File: config.mk
export PLATFORM = sky130hd
export DESIGN_NAME = avg_front
export DESIGN_NICKNAME = d
export VERILOG_FILES = /design/src/sv/avg_pkg.sv /design/src/sv/avg_front.sv
export SDC_FILE = /design/constraint.sdc
export NUM_CORES = 1
export LEC_CHECK = 0
export ABC_AREA = 1
export BUFFER_PORTS_ARGS = -buffer_cell sky130_fd_sc_hd__buf_2
export CAP_MARGIN = 25
export CORE_MARGIN = 2
export CORE_UTILIZATION = 35
export DETAILED_ROUTE_END_ITERATION = 10
export GPL_TIMING_DRIVEN = 0
export SETUP_SLACK_MARGIN = 0.02
export SYNTH_ARGS = -nofsm -noshare
export SYNTH_HDL_FRONTEND = slang
export SYNTH_SLANG_ARGS = --single-unit
File: constraint.sdc
create_clock -name clk -period 24.8 [get_ports clk]
set_input_delay 1.24 -clock clk [delete_from_list [all_inputs] [get_ports clk]]
set_output_delay 1.24 -clock clk [all_outputs]
set_load 0.03 [all_outputs]
File: src/sv/avg_pkg.sv
`timescale 1ns / 1ps
// ----------------------------------------------------------------------------
// avg_pkg
// shared types, widths and fixed-point helpers for the arc vertex generator
// ----------------------------------------------------------------------------
package avg_pkg;

  localparam int COORD_W        = 24;
  localparam int TAN_W          = 18;
  localparam int COS_W          = 17;
  localparam int SEG_W          = 7;
  localparam int FRAC_SHIFT     = 16;
  localparam int PROD_W         = COORD_W + TAN_W;   // q16.8 x q1.16, cos widened to signed
  localparam int SHIFTED_W      = PROD_W - FRAC_SHIFT;
  localparam int WIDE_W         = SHIFTED_W + 2;     // headroom for add / subtract
  localparam int QUEUE_DEPTH    = 2;                 // power of two, pointers wrap
  localparam int MAX_SEGMENTS_D = 64;

  localparam logic signed [COORD_W-1:0] COORD_MAX = {1'b0, {(COORD_W-1){1'b1}}};
  localparam logic signed [COORD_W-1:0] COORD_MIN = {1'b1, {(COORD_W-1){1'b0}}};

  typedef logic signed [COORD_W-1:0]   coord_t;
  typedef logic signed [TAN_W-1:0]     tan_t;
  typedef logic        [COS_W-1:0]     cos_t;
  typedef logic        [SEG_W-1:0]     seg_t;
  typedef logic signed [PROD_W-1:0]    prod_t;
  typedef logic signed [SHIFTED_W-1:0] shifted_t;
  typedef logic signed [WIDE_W-1:0]    wide_t;

  // one classified arc waiting in the queue
  typedef struct packed {
    coord_t center_x;
    coord_t center_y;
    coord_t start_x;
    coord_t start_y;
    tan_t   tan_factor;
    cos_t   cos_factor;
    seg_t   count;
  } arc_item_t;

  // queue head as seen by the back end
  typedef struct packed {
    logic      valid;
    arc_item_t item;
  } avg_queue_t;

  typedef enum logic [2:0] {
    BK_IDLE,
    BK_EMIT,
    BK_MUL_TAN,
    BK_SUM,
    BK_MUL_COS,
    BK_SCALE
  } avg_back_state_t;

  // arithmetic shift of a product by the fraction width, rounds toward minus infinity
  function automatic shifted_t floor_q16(input prod_t p);
    floor_q16 = p[PROD_W-1:FRAC_SHIFT];
  endfunction

  function automatic coord_t sat_coord(input wide_t v);
    wide_t hi;
    wide_t lo;
    hi = wide_t'(COORD_MAX);
    lo = wide_t'(COORD_MIN);
    if (v > hi) begin
      sat_coord = COORD_MAX;
    end else if (v < lo) begin
      sat_coord = COORD_MIN;
    end else begin
      sat_coord = v[COORD_W-1:0];
    end
  endfunction

endpackage

File: src/sv/avg_front.sv
`timescale 1ns / 1ps
// ----------------------------------------------------------------------------
// avg_front
// accepts arc commands, clamps the segment count, drops empty arcs and
// buffers the rest in a short queue for the back end
// ----------------------------------------------------------------------------
module avg_front
  import avg_pkg::*;
#(
  parameter int MAX_SEGMENTS = MAX_SEGMENTS_D
) (
  input  logic       clk,
  input  logic       rst_n,
  input  logic       start,
  output logic       busy,
  input  coord_t     in_center_x,
  input  coord_t     in_center_y,
  input  coord_t     in_start_x,
  input  coord_t     in_start_y,
  input  tan_t       in_tan_factor,
  input  cos_t       in_cos_factor,
  input  seg_t       in_segment_count,
  output avg_queue_t q_head,
  input  logic       q_pop
);

  localparam int PTR_W = (QUEUE_DEPTH > 1) ? $clog2(QUEUE_DEPTH) : 1;
  localparam int CNT_W = $clog2(QUEUE_DEPTH + 1);

  arc_item_t          q_mem [QUEUE_DEPTH];
  logic [PTR_W-1:0]   wr_ptr_r, wr_ptr_nxt;
  logic [PTR_W-1:0]   rd_ptr_r, rd_ptr_nxt;
  logic [CNT_W-1:0]   cnt_r, cnt_nxt;
  logic               full;
  logic               accept;
  logic               push;
  logic               pop;
  seg_t               seg_clamped;
  arc_item_t          new_item;

  assign full   = (cnt_r == CNT_W'(QUEUE_DEPTH));
  assign busy   = full;
  assign accept = start && !busy;

  // counts above the limit clamp, zero counts produce nothing
  always_comb begin
    if (32'(in_segment_count) > MAX_SEGMENTS) begin
      seg_clamped = SEG_W'(MAX_SEGMENTS);
    end else begin
      seg_clamped = in_segment_count;
    end
  end

  assign push = accept && (in_segment_count != '0);
  assign pop  = q_pop && (cnt_r != '0);

  always_comb begin
    new_item.center_x   = in_center_x;
    new_item.center_y   = in_center_y;
    new_item.start_x    = in_start_x;
    new_item.start_y    = in_start_y;
    new_item.tan_factor = in_tan_factor;
    new_item.cos_factor = in_cos_factor;
    new_item.count      = seg_clamped;
  end

  always_comb begin
    wr_ptr_nxt = push ? wr_ptr_r + PTR_W'(1) : wr_ptr_r;
    rd_ptr_nxt = pop  ? rd_ptr_r + PTR_W'(1) : rd_ptr_r;
    cnt_nxt    = cnt_r;
    if (push && !pop) begin
      cnt_nxt = cnt_r + CNT_W'(1);
    end else if (pop && !push) begin
      cnt_nxt = cnt_r - CNT_W'(1);
    end
  end

  always_ff @(posedge clk) begin
    if (!rst_n) begin
      wr_ptr_r <= '0;
      rd_ptr_r <= '0;
      cnt_r    <= '0;
    end else begin
      wr_ptr_r <= wr_ptr_nxt;
      rd_ptr_r <= rd_ptr_nxt;
      cnt_r    <= cnt_nxt;
    end
  end

  always_ff @(posedge clk) begin
    if (push) begin
      q_mem[wr_ptr_r] <= new_item;
    end
  end

  assign q_head.valid = (cnt_r != '0);
  assign q_head.item  = q_mem[rd_ptr_r];

  // occupancy never passes the queue depth
  a_cnt_bound: assert property (@(posedge clk) disable iff (!rst_n)
    cnt_r <= CNT_W'(QUEUE_DEPTH))
    else $error("queue occupancy beyond depth");

  // a push into a full queue cannot happen
  a_no_overflow: assert property (@(posedge clk) disable iff (!rst_n)
    full |-> !push)
    else $error("push into full queue");

  // occupancy tracks push and pop
  a_cnt_track: assert property (@(posedge clk) disable iff (!rst_n)
    (push && !pop) |=> (cnt_r == $past(cnt_r) + CNT_W'(1)))
    else $error("queue count did not follow push");

endmodule

==> results.sh <==
export IMPL_status="completed"
export IMPL_synth_most_common_cell="edfxtp_1"
export IMPL_grt_max_degree=77
export IMPL_portBuffers=281
export IMPL_synth_top_area_share=0.802
export IMPL_synthCells=487
export IMPL_powerDensity_mw_per_mm2=107
export IMPL_clk_insertion_delay_late_ps=540
export IMPL_min_period_ps=3160
export IMPL_path_cells="buf_6 -> buf_6 -> mux2_2 -> buf_2"
export IMPL_synth_nets=630
export IMPL_ff2ff_path_depth=10
export IMPL_cts_sinks=281
export IMPL_leakage_nw=5.01
export IMPL_crit_top_cell="buf_6"
export IMPL_ys_ff_latch=281
export IMPL_drt_pass1_iterations=4
export IMPL_hold_violations=0
export IMPL_fin_crit_sh=0.128
export IMPL_numCtsBuffers=30
export IMPL_cp_required_ps=23560
export IMPL_drt_iter0_drc=254
export IMPL_min_path_type="reg -> reg"
export IMPL_row_count=62
export IMPL_dpl_hpwl_um=14500
export IMPL_path_clk_slew_ps=50
export IMPL_crit_fanout=10
export IMPL_synth_warnings=0
export IMPL_startpoint_type="register"
export IMPL_worstPathArrival_ps=1920
export IMPL_syn_area_mm2=0.0103
export IMPL_finalClockSkew_ps=6.98
export IMPL_tns_ps=0
export IMPL_initial_core_util=0.358
export IMPL_detail_route_antenna_nets=0
export IMPL_yosysTopAreaCell="edfxtp_1"
export IMPL_max_slew_worst_pin_slew_ps=798
export IMPL_async_flop_share=0
export IMPL_wire_per_inst_um=16.9
export IMPL_power_mw=1.42
export IMPL_htreeDepth=1
export IMPL_die_area_mm2=0.0309
export IMPL_overflow=0
export IMPL_chipWidth_um=176
export IMPL_synth_area_leaders="edfxtp_1 (80%), mux2_2 (15%), buf_6 (1.5%)"
export IMPL_crit_path_end_kind="primary output"
export IMPL_fmax_ghz=0.316
export IMPL_clk_path_buf_depth=3
export IMPL_synth_distinct_cells=15
export IMPL_max_cap_violations=0
export IMPL_ys_seq_area_frac=0.812
export IMPL_relSlewSlack=0.468
export IMPL_ios=282
export IMPL_syn_avg_cell_area_um2=21.2
export IMPL_crit_slowest_cell="dfxtp_1"
export IMPL_synthTopCellsByCount="edfxtp_1 (276), mux2_2 (138), nor2_1 (15)"
export IMPL_cpPeakStageDelay_ps=420
export IMPL_antenna_found_initial=2
export IMPL_globalRouteTotalUtil=0.130
export IMPL_irDropWorstVdd_v=0.0000637
export IMPL_grt_pass1_vias=5703
export IMPL_critPathKind="reg -> out"
export IMPL_gp_congestion=0.698
export IMPL_cts_tree="done"
export IMPL_vias=5436
export IMPL_synth_edf_count=276
export IMPL_via_per_inst=4.43
export IMPL_grt_pass1_wl_um=31100
export IMPL_hold_depth=2
export IMPL_setup_viol=0
export IMPL_rsz0062_at_grt="false"
export IMPL_hold_buffers=0
export IMPL_die_h_um=176
export IMPL_drive_gt1_frac=0.587
export IMPL_core_area_mm2=0.0289
export IMPL_ctsRootBufferMaster="clkbuf_16"
export IMPL_drc=0
export IMPL_nets=960
export IMPL_worst_hold_slack_ps=473
export IMPL_wirelength_um=20800
export IMPL_dp_cells=1169
export IMPL_ys_flop_type="edfxtp_1"
export IMPL_final_core_util=0.462
export IMPL_postCtsSetupBuffers=0
export IMPL_cts_resized=0
export IMPL_area_growth_pct=29.1
export IMPL_drv_slew=0
export IMPL_finalNonFillerCells=1226
layer usage:
| metal | vias up | global-route usage | part of all wire |
|---|---|---|---|
| met2 | 186 | 0.232 | 0.50 |
| met3 | 53 | 0.0420 | 0.083 |
| met4 | 2 | 0.0472 | 0.037 |
| met1 | 2629 | 0.144 | 0.38 |
| met5 | - | 0 | 0.00058 |
| li1 | 2566 | - | - |
cells in the final DEF, fill, tap and decap left out, drive strengths merged:
| cell type | synthesis | layout |
|---|---|---|
| nand2 | 10 | 10 |
| buf | 15 | 313 |
| o21ai | 5 | 5 |
| clkbuf | 1 | 35 |
| inv | 13 | 13 |
| nor2 | 15 | 15 |
| a21oi | 4 | 4 |
| nor3 | 1 | 1 |
| ha | 1 | 1 |
| clkinv | 0 | 20 |
| diode | 0 | 2 |
| nand3 | 1 | 1 |
| mux2 | 138 | 138 |
| nand3b | 2 | 2 |
| dfxtp | 5 | 5 |
| edfxtp | 276 | 276 |
| clkinvlp | 0 | 1 |
power breakdown:
group          switching (mW)  internal [mW]
Sequential             0.0131          0.600
Clock                   0.170          0.225
Combinational           0.266          0.148
Total                   0.449          0.972
critical path, delay by kind of cell (launching register included):
kind	cells	cell delay (ps)
flops	1	420
mux	1	350
buf+inv	3	600
kinds of logic after synthesis:
| group | after synthesis | synth area share |
|---|---|---|
| mux | 138 | 0.150 |
| buf+inv | 29 | 0.0208 |
| compound gates | 9 | 0.00436 |
| flops | 281 | 0.812 |
| simple gates | 29 | 0.0115 |
| fa+ha+maj | 1 | 0.00121 |
flip-flops by register name (all words and copies together) (netlist names), named ones only:
| register | flops |
|---|---|
| wr_ptr_r | 1 |
| cnt_r | 2 |
| rd_ptr_r | 1 |
| q_mem | 276 |
through the flow:
| step | cell area [um2] | worst slack [ps] |
|---|---|---|
| after floorplan | 10300 | 13210 |
| after global placement | 12200 | 6550 |
| after detailed placement | 12500 | 21210 |
| after CTS | 13300 | 21540 |
| after global routing | 13300 | 21520 |
| final | 13300 | 21640 |
cell type report:
type | instances | area (um2)
clock buffers | 34 | 787
multi-input cells | 177 | 1740
repair buffers | 298 | 1630
well taps | 384 | 480
diodes | 2 | 5.00
plain buffers | 16 | 166
clock inverters | 21 | 92.6
flip-flops and latches | 281 | 8390
fillers | 2585 | 15500
inverters | 13 | 53.8
path summary, 6_finish.rpt:
check	startpoint	endpoint	slack [ps]
max	register	q_head[8]	21640
min	rd_ptr_r	rd_ptr_r	470
max reg2reg	cnt_r[1]	q_mem[0][102]	22180
min reg2reg	rd_ptr_r	rd_ptr_r	470
Note: power is estimated with default switching activity, not from simulation.
