### src/sv/avg_pkg.sv
`timescale 1ns / 1ps
// ----------------------------------------------------------------------------
// avg_pkg
// shared types, widths and fixed-point helpers for the arc vertex generator
// ----------------------------------------------------------------------------
package avg_pkg;

  localparam int COORD_W        = 24;
  localparam int TAN_W          = 18;
  localparam int COS_W          = 17;
  localparam int SEG_W          = 7;
  localparam int FRAC_SHIFT     = 16;
  localparam int PROD_W         = COORD_W + TAN_W;   // q16.8 x q1.16, cos widened to signed
  localparam int SHIFTED_W      = PROD_W - FRAC_SHIFT;
  localparam int WIDE_W         = SHIFTED_W + 2;     // headroom for add / subtract
  localparam int QUEUE_DEPTH    = 2;                 // power of two, pointers wrap
  localparam int MAX_SEGMENTS_D = 64;

  localparam logic signed [COORD_W-1:0] COORD_MAX = {1'b0, {(COORD_W-1){1'b1}}};
  localparam logic signed [COORD_W-1:0] COORD_MIN = {1'b1, {(COORD_W-1){1'b0}}};

  typedef logic signed [COORD_W-1:0]   coord_t;
  typedef logic signed [TAN_W-1:0]     tan_t;
  typedef logic        [COS_W-1:0]     cos_t;
  typedef logic        [SEG_W-1:0]     seg_t;
  typedef logic signed [PROD_W-1:0]    prod_t;
  typedef logic signed [SHIFTED_W-1:0] shifted_t;
  typedef logic signed [WIDE_W-1:0]    wide_t;

  // one classified arc waiting in the queue
  typedef struct packed {
    coord_t center_x;
    coord_t center_y;
    coord_t start_x;
    coord_t start_y;
    tan_t   tan_factor;
    cos_t   cos_factor;
    seg_t   count;
  } arc_item_t;

  // queue head as seen by the back end
  typedef struct packed {
    logic      valid;
    arc_item_t item;
  } avg_queue_t;

  typedef enum logic [2:0] {
    BK_IDLE,
    BK_EMIT,
    BK_MUL_TAN,
    BK_SUM,
    BK_MUL_COS,
    BK_SCALE
  } avg_back_state_t;

  // arithmetic shift of a product by the fraction width, rounds toward minus infinity
  function automatic shifted_t floor_q16(input prod_t p);
    floor_q16 = p[PROD_W-1:FRAC_SHIFT];
  endfunction

  function automatic coord_t sat_coord(input wide_t v);
    wide_t hi;
    wide_t lo;
    hi = wide_t'(COORD_MAX);
    lo = wide_t'(COORD_MIN);
    if (v > hi) begin
      sat_coord = COORD_MAX;
    end else if (v < lo) begin
      sat_coord = COORD_MIN;
    end else begin
      sat_coord = v[COORD_W-1:0];
    end
  endfunction

endpackage

### src/sv/avg_back.sv
`timescale 1ns / 1ps
// ----------------------------------------------------------------------------
// avg_back
// walks one arc at a time: emits centre plus point, then rotates the point
// with the tangential and radial factors over four multiply/add steps
// ----------------------------------------------------------------------------
module avg_back
  import avg_pkg::*;
(
  input  logic       clk,
  input  logic       rst_n,
  input  avg_queue_t q_head,
  output logic       q_pop,
  output logic       out_valid,
  output coord_t     out_vertex_x,
  output coord_t     out_vertex_y,
  output logic       out_last_vertex
);

  avg_back_state_t state_r, state_nxt;

  seg_t   rem_r, rem_nxt;
  coord_t cx_r, cx_nxt;
  coord_t cy_r, cy_nxt;
  coord_t px_r, px_nxt;
  coord_t py_r, py_nxt;
  tan_t   tan_r, tan_nxt;
  cos_t   cos_r, cos_nxt;
  coord_t sx_r, sx_nxt;
  coord_t sy_r, sy_nxt;
  prod_t  pa_r, pa_nxt;
  prod_t  pb_r, pb_nxt;

  logic   valid_r, valid_nxt;
  logic   last_r, last_nxt;
  coord_t vx_r, vx_nxt;
  coord_t vy_r, vy_nxt;

  logic signed [COS_W:0] cos_s;
  wide_t  w_px, w_py, w_cx, w_cy, w_sa, w_sb;

  assign cos_s = {1'b0, cos_r};

  always_comb begin
    w_px = wide_t'(px_r);
    w_py = wide_t'(py_r);
    w_cx = wide_t'(cx_r);
    w_cy = wide_t'(cy_r);
    w_sa = wide_t'(floor_q16(pa_r));
    w_sb = wide_t'(floor_q16(pb_r));
  end

  // next state
  always_comb begin
    state_nxt = state_r;
    case (state_r)
      BK_IDLE:    if (q_head.valid) state_nxt = BK_EMIT;
      BK_EMIT:    state_nxt = (rem_r == SEG_W'(1)) ? BK_IDLE : BK_MUL_TAN;
      BK_MUL_TAN: state_nxt = BK_SUM;
      BK_SUM:     state_nxt = BK_MUL_COS;
      BK_MUL_COS: state_nxt = BK_SCALE;
      BK_SCALE:   state_nxt = BK_EMIT;
      default:    state_nxt = BK_IDLE;
    endcase
  end

  // datapath and outputs
  always_comb begin
    q_pop     = 1'b0;
    rem_nxt   = rem_r;
    cx_nxt    = cx_r;
    cy_nxt    = cy_r;
    px_nxt    = px_r;
    py_nxt    = py_r;
    tan_nxt   = tan_r;
    cos_nxt   = cos_r;
    sx_nxt    = sx_r;
    sy_nxt    = sy_r;
    pa_nxt    = pa_r;
    pb_nxt    = pb_r;
    valid_nxt = 1'b0;
    last_nxt  = 1'b0;
    vx_nxt    = vx_r;
    vy_nxt    = vy_r;
    case (state_r)
      BK_IDLE: begin
        if (q_head.valid) begin
          q_pop   = 1'b1;
          cx_nxt  = q_head.item.center_x;
          cy_nxt  = q_head.item.center_y;
          px_nxt  = q_head.item.start_x;
          py_nxt  = q_head.item.start_y;
          tan_nxt = q_head.item.tan_factor;
          cos_nxt = q_head.item.cos_factor;
          rem_nxt = q_head.item.count;
        end
      end
      BK_EMIT: begin
        valid_nxt = 1'b1;
        last_nxt  = (rem_r == SEG_W'(1));
        vx_nxt    = sat_coord(w_cx + w_px);
        vy_nxt    = sat_coord(w_cy + w_py);
        rem_nxt   = rem_r - SEG_W'(1);
      end
      BK_MUL_TAN: begin
        pa_nxt = prod_t'(py_r) * prod_t'(tan_r);
        pb_nxt = prod_t'(px_r) * prod_t'(tan_r);
      end
      BK_SUM: begin
        sx_nxt = sat_coord(w_px - w_sa);
        sy_nxt = sat_coord(w_py + w_sb);
      end
      BK_MUL_COS: begin
        pa_nxt = prod_t'(sx_r) * prod_t'(cos_s);
        pb_nxt = prod_t'(sy_r) * prod_t'(cos_s);
      end
      BK_SCALE: begin
        px_nxt = sat_coord(w_sa);
        py_nxt = sat_coord(w_sb);
      end
      default: begin
      end
    endcase
  end

  always_ff @(posedge clk) begin
    if (!rst_n) begin
      state_r <= BK_IDLE;
      rem_r   <= '0;
      valid_r <= 1'b0;
      last_r  <= 1'b0;
    end else begin
      state_r <= state_nxt;
      rem_r   <= rem_nxt;
      valid_r <= valid_nxt;
      last_r  <= last_nxt;
    end
  end

  always_ff @(posedge clk) begin
    cx_r  <= cx_nxt;
    cy_r  <= cy_nxt;
    px_r  <= px_nxt;
    py_r  <= py_nxt;
    tan_r <= tan_nxt;
    cos_r <= cos_nxt;
    sx_r  <= sx_nxt;
    sy_r  <= sy_nxt;
    pa_r  <= pa_nxt;
    pb_r  <= pb_nxt;
    vx_r  <= vx_nxt;
    vy_r  <= vy_nxt;
  end

  assign out_valid       = valid_r;
  assign out_vertex_x    = vx_r;
  assign out_vertex_y    = vy_r;
  assign out_last_vertex = last_r;

  // a strobe only follows an emit step
  a_strobe_src: assert property (@(posedge clk) disable iff (!rst_n)
    out_valid |-> $past(state_r == BK_EMIT))
    else $error("vertex strobe without emit step");

  // an emit step always has a vertex left
  a_emit_rem: assert property (@(posedge clk) disable iff (!rst_n)
    (state_r == BK_EMIT) |-> (rem_r != '0))
    else $error("emit with no vertex remaining");

  // the last vertex of an arc returns the engine to idle
  a_last_idle: assert property (@(posedge clk) disable iff (!rst_n)
    (out_valid && out_last_vertex) |-> (state_r == BK_IDLE))
    else $error("engine still running after last vertex");

  // a new arc is taken only once the previous one has finished
  a_pop_clean: assert property (@(posedge clk) disable iff (!rst_n)
    q_pop |-> (rem_r == '0))
    else $error("arc popped while vertices remain");

endmodule

### config.mk
export PLATFORM = sky130hd
export DESIGN_NAME = avg_back
export DESIGN_NICKNAME = d
export VERILOG_FILES = /design/src/sv/avg_pkg.sv /design/src/sv/avg_back.sv
export SDC_FILE = /design/constraint.sdc
export NUM_CORES = 2
export LEC_CHECK = 0
export BUFFER_PORTS_ARGS = -buffer_cell sky130_fd_sc_hd__buf_2
export CAP_MARGIN = 20
export CORE_UTILIZATION = 30
export CTS_CLUSTER_SIZE = 28
export DETAILED_ROUTE_END_ITERATION = 6
export PLACE_DENSITY_LB_ADDON = 0.12
export SYNTH_ARGS = -nofsm -noshare
export SYNTH_HDL_FRONTEND = slang
export SYNTH_SLANG_ARGS = --single-unit
### constraint.sdc
create_clock -name clk -period 13.4 [get_ports clk]
set_input_delay 2.68 -clock clk [delete_from_list [all_inputs] [get_ports clk]]
set_output_delay 2.68 -clock clk [all_outputs]
set_load 0.02 [all_outputs]
==> flow_metrics.env <==
export IMPL_antenna_left=0
export IMPL_reg2reg_slack_ns=4.64
export IMPL_hold_viol_final=0
export IMPL_synth_distinct_cells=93
export IMPL_syn2layout_area_growth_pct=8.13
export IMPL_tightest_slew_ns=1.23
export IMPL_clock_path_buffers=3
export IMPL_post_cts_buffers=0
export IMPL_gp_congestion=0.848
export IMPL_hpwl_um=185000
export IMPL_multi_input_area_sq_mm=0.0560
export IMPL_drive_gt1_share_pct=5.70
export IMPL_rr_worst_depth=25
export IMPL_dp_slack_ns=4.45
export IMPL_cts_sinks=291
export IMPL_antenna_found_initial=9
export IMPL_initial_core_util_pct=30.2
export IMPL_status="complete, no violations"
export IMPL_final_period_utilization_pct=65.4
export IMPL_portBuffers=191
export IMPL_grt_usage_pct=20.0
export IMPL_ys_seq_area_share_pct=11.7
export IMPL_hold_path_class="reg2reg"
export IMPL_dr_pass1_iters=5
export IMPL_grt_pass1_vias=58200
export IMPL_synthArstFlopShare_pct=0
export IMPL_synth_simple_gate_area_share_pct=14.0
export IMPL_cts_root_buf="clkbuf_16"
export IMPL_coreArea_sq_mm=0.243
export IMPL_worstPathMaxFanout=44
export IMPL_synth_xor_area_share_pct=2.44
export IMPL_setup_tns_final_ns=0
export IMPL_synth_edf_count=279
export IMPL_worst_slack_ns=4.64
export IMPL_cp_required_ns=13.72
export IMPL_hold_end="rem_r[6]"
export IMPL_wl_per_cell_um=21.6
export IMPL_hp_start="rem_r[6]"
export IMPL_fin_util_pct=32.6
export IMPL_synth_adder_area_share_pct=53.6
export IMPL_synth_top_flop_cell="edfxtp_1"
export IMPL_fmax_mhz=114
export IMPL_wl_um=241000
export IMPL_route_detailed_drc=0
export IMPL_dr_first_iter_drc_count=2830
export IMPL_worstPathArrival_ns=9.09
export IMPL_grt_setup_unrepaired="false"
export IMPL_cts_hold_buffers=0
export IMPL_die_h_um=497
export IMPL_r2r_start="tan_r[9]"
export IMPL_die_x_um=497
export IMPL_cts_buffers_inserted=38
export IMPL_synth_seq_cells=291
export IMPL_worst_setup_path_start_kind="flip-flop"
export IMPL_num_nets_final=10200
export IMPL_slew_viol_final=0
export IMPL_fin_skew_ns=0.0591
export IMPL_synthMuxAreaShare_pct=0.0153
export IMPL_worst_setup_path_end_kind="flip-flop"
export IMPL_clock_insertion_delay_worst_skew_ns=0.66
export IMPL_postSynthAreaPerCell_sq_um=9.28
export IMPL_min_period_ns=8.76
export IMPL_fillers=25400
export IMPL_grt_pass1_wl_um=372000
export IMPL_reg2reg_to="pb_r[32]"
export IMPL_cp_startpoint="tan_r[9]"
export IMPL_setup_viol_count_final=0
export IMPL_num_rows=181
export IMPL_netlist_instances=7918
export IMPL_dieArea_sq_mm=0.247
export IMPL_syn_area_sq_mm=0.0735
export IMPL_slew_headroom_pct=18.0
export IMPL_seq_area_sq_mm=0.00862
export IMPL_synth_top_family_by_area="adder cells"
export IMPL_worstHoldPathCells=1
export IMPL_synth_compound_gate_area_share_pct=6.16
export IMPL_cap_violations=0
export IMPL_synth_nets=10200
export IMPL_vias_per_cell=4.67
export IMPL_yosys_warnings=0
export IMPL_post_cts_resized=0
export IMPL_crit_type="reg2reg"
export IMPL_cts_htree_levels=2
export IMPL_grt_max_degree=59
export IMPL_path_clk_slew_ns=0.06
export IMPL_io_pins=192
export IMPL_cts_tree="built"
export IMPL_grt_overflow=0
export IMPL_route_vias_total=52200
-- cells in the final DEF (no fill, tap or decap), types with 8 or more instances in the layout --
master,synthesis,layout
nor2b_1,22,22
clkinv_1,2,9
edfxtp_1,279,279
nand2_1,1218,1215
o21ai_2,10,10
o21ai_0,172,172
o21bai_1,15,15
and2_1,575,574
nand4_1,16,16
nand3_1,42,42
dfxtp_1,12,12
fa_1,1650,1650
nand2b_1,31,31
nor3_1,33,33
or2_2,10,10
o31ai_1,16,16
a211oi_1,16,16
nor2_1,188,186
and3_1,19,19
maj3_1,10,10
or3_1,14,14
clkbuf_16,0,38
a21o_1,89,89
and4_1,9,9
buf_4,3,121
a21oi_2,8,9
xor2_1,76,76
a21oi_1,199,198
buf_2,8,192
a31oi_1,20,20
o21a_1,31,31
clkbuf_1,335,8
inv_1,1992,1992
xnor2_1,124,124
ha_1,500,500
o211ai_1,11,11
o21ai_1,36,36
buf_16,0,9
-- worst max-delay path by stage --
stage	slack (ns)	endpoint
floorplan	6.14	q_pop
global placement	4.40	pb_r[32]
detailed placement	4.45	pb_r[32]
CTS	4.34	pb_r[32]
global route	4.01	pb_r[32]
finish	4.64	pb_r[32]
-- worst max-delay path: stages, from the launching register on --
cell       delay [ns]
edfxtp_1         0.56
buf_4            0.67
nand2_1          0.17
fa_1             0.60
inv_1            0.07
fa_1             0.49
inv_1            0.06
fa_1             0.54
inv_1            0.05
fa_1             0.38
fa_1             0.52
inv_1            0.05
fa_1             0.47
inv_1            0.04
ha_1             0.37
nand4_1          0.19
nor3_1           0.53
o2111ai_1        0.54
a21oi_1          0.50
o21ai_0          0.15
nand2_1          0.19
a31oi_1          0.16
nor2b_1          0.14
nor2_1           0.06
xor2_1           0.69
o21ai_0          0.18
-- synth_stat cells, types with 7 or more instances --
| cell type | n | area, sq um |
|---|---|---|
| o31ai_1 | 16 | 120 |
| fa_1 | 1650 | 33000 |
| a31oi_1 | 20 | 125 |
| nor2b_1 | 22 | 138 |
| or3_1 | 14 | 87.6 |
| and3_1 | 19 | 119 |
| xnor2_1 | 124 | 1090 |
| and2_1 | 575 | 3600 |
| clkbuf_1 | 335 | 1260 |
| nand3_1 | 42 | 210 |
| a21o_1 | 89 | 668 |
| and4_1 | 9 | 78.8 |
| maj3_1 | 10 | 100 |
| nor2_1 | 188 | 706 |
| inv_1 | 1992 | 7480 |
| a211oi_1 | 16 | 120 |
| a211o_1 | 7 | 61.3 |
| nor3_1 | 33 | 165 |
| nand4_1 | 16 | 100 |
| xor2_1 | 76 | 666 |
| o21bai_1 | 15 | 113 |
| nand2b_1 | 31 | 194 |
| dfxtp_1 | 12 | 240 |
| edfxtp_1 | 279 | 8380 |
| or2_2 | 10 | 62.6 |
| o211ai_1 | 11 | 82.6 |
| o21ai_2 | 10 | 87.6 |
| nand2_1 | 1218 | 4570 |
| o21ai_0 | 172 | 861 |
| o21a_1 | 31 | 233 |
| ha_1 | 500 | 6260 |
| a21oi_2 | 8 | 70.1 |
| buf_2 | 8 | 40.0 |
| a21oi_1 | 199 | 996 |
| o21ai_1 | 36 | 180 |
-- layer usage --
layer / GRT usage, % / vias up / share of wire [%]
met5: 0 / - / 0.0054
met4: 4.12 / 2 / 2.1
met3: 1.82 / 191 / 4.0
met2: 33.9 / 1025 / 48
met1: 27.7 / 27500 / 46
li1: - / 23400 / -
-- state kept, by name, indices dropped and copies added, names as in the netlist --
signal           count
out_valid            1
sy_r                24
pb_r                26
pa_r                26
out_vertex_y        24
cy_r                24
rem_r                7
cos_r               17
out_vertex_x        24
state_r              3
px_r                24
out_last_vertex      1
py_r                24
tan_r               18
sx_r                24
cx_r                24
-- area by class of cell --
| class | count | share of cell area (%) |
|---|---|---|
| antenna | 4 | 0.0126 |
| clock buffer | 46 | 1.23 |
| clock inverter | 23 | 0.178 |
| inverter | 1994 | 9.42 |
| multi-input combinational | 5279 | 70.5 |
| sequential | 291 | 10.8 |
| tap | 3202 | 5.04 |
| timing repair buffer | 326 | 2.74 |
-- kinds of logic (layout without fill, tap and decap cells) --
kind of cell / Yosys count / in the layout
xor+xnor: 202 / 202
fa+ha+maj: 2160 / 2160
simple gates: 2207 / 2207
buf+inv: 2348 / 2389
compound gates: 709 / 709
flops: 291 / 291
mux: 1 / 1
other cells: 0 / 4
-- stage by stage --
step,cells,cell area [sq um],hold slack [ns]
finish,11200,79500,0.472
global route,11200,79400,0.503
CTS,11200,79400,0.473
detailed placement,11100,78300,0.464
global placement,11100,78000,0.456
floorplan,7918,73500,0.436
Power is left out: the tool's default activity adds up to more than one toggle a clock period on the data nets, which glitch-free logic cannot reach.
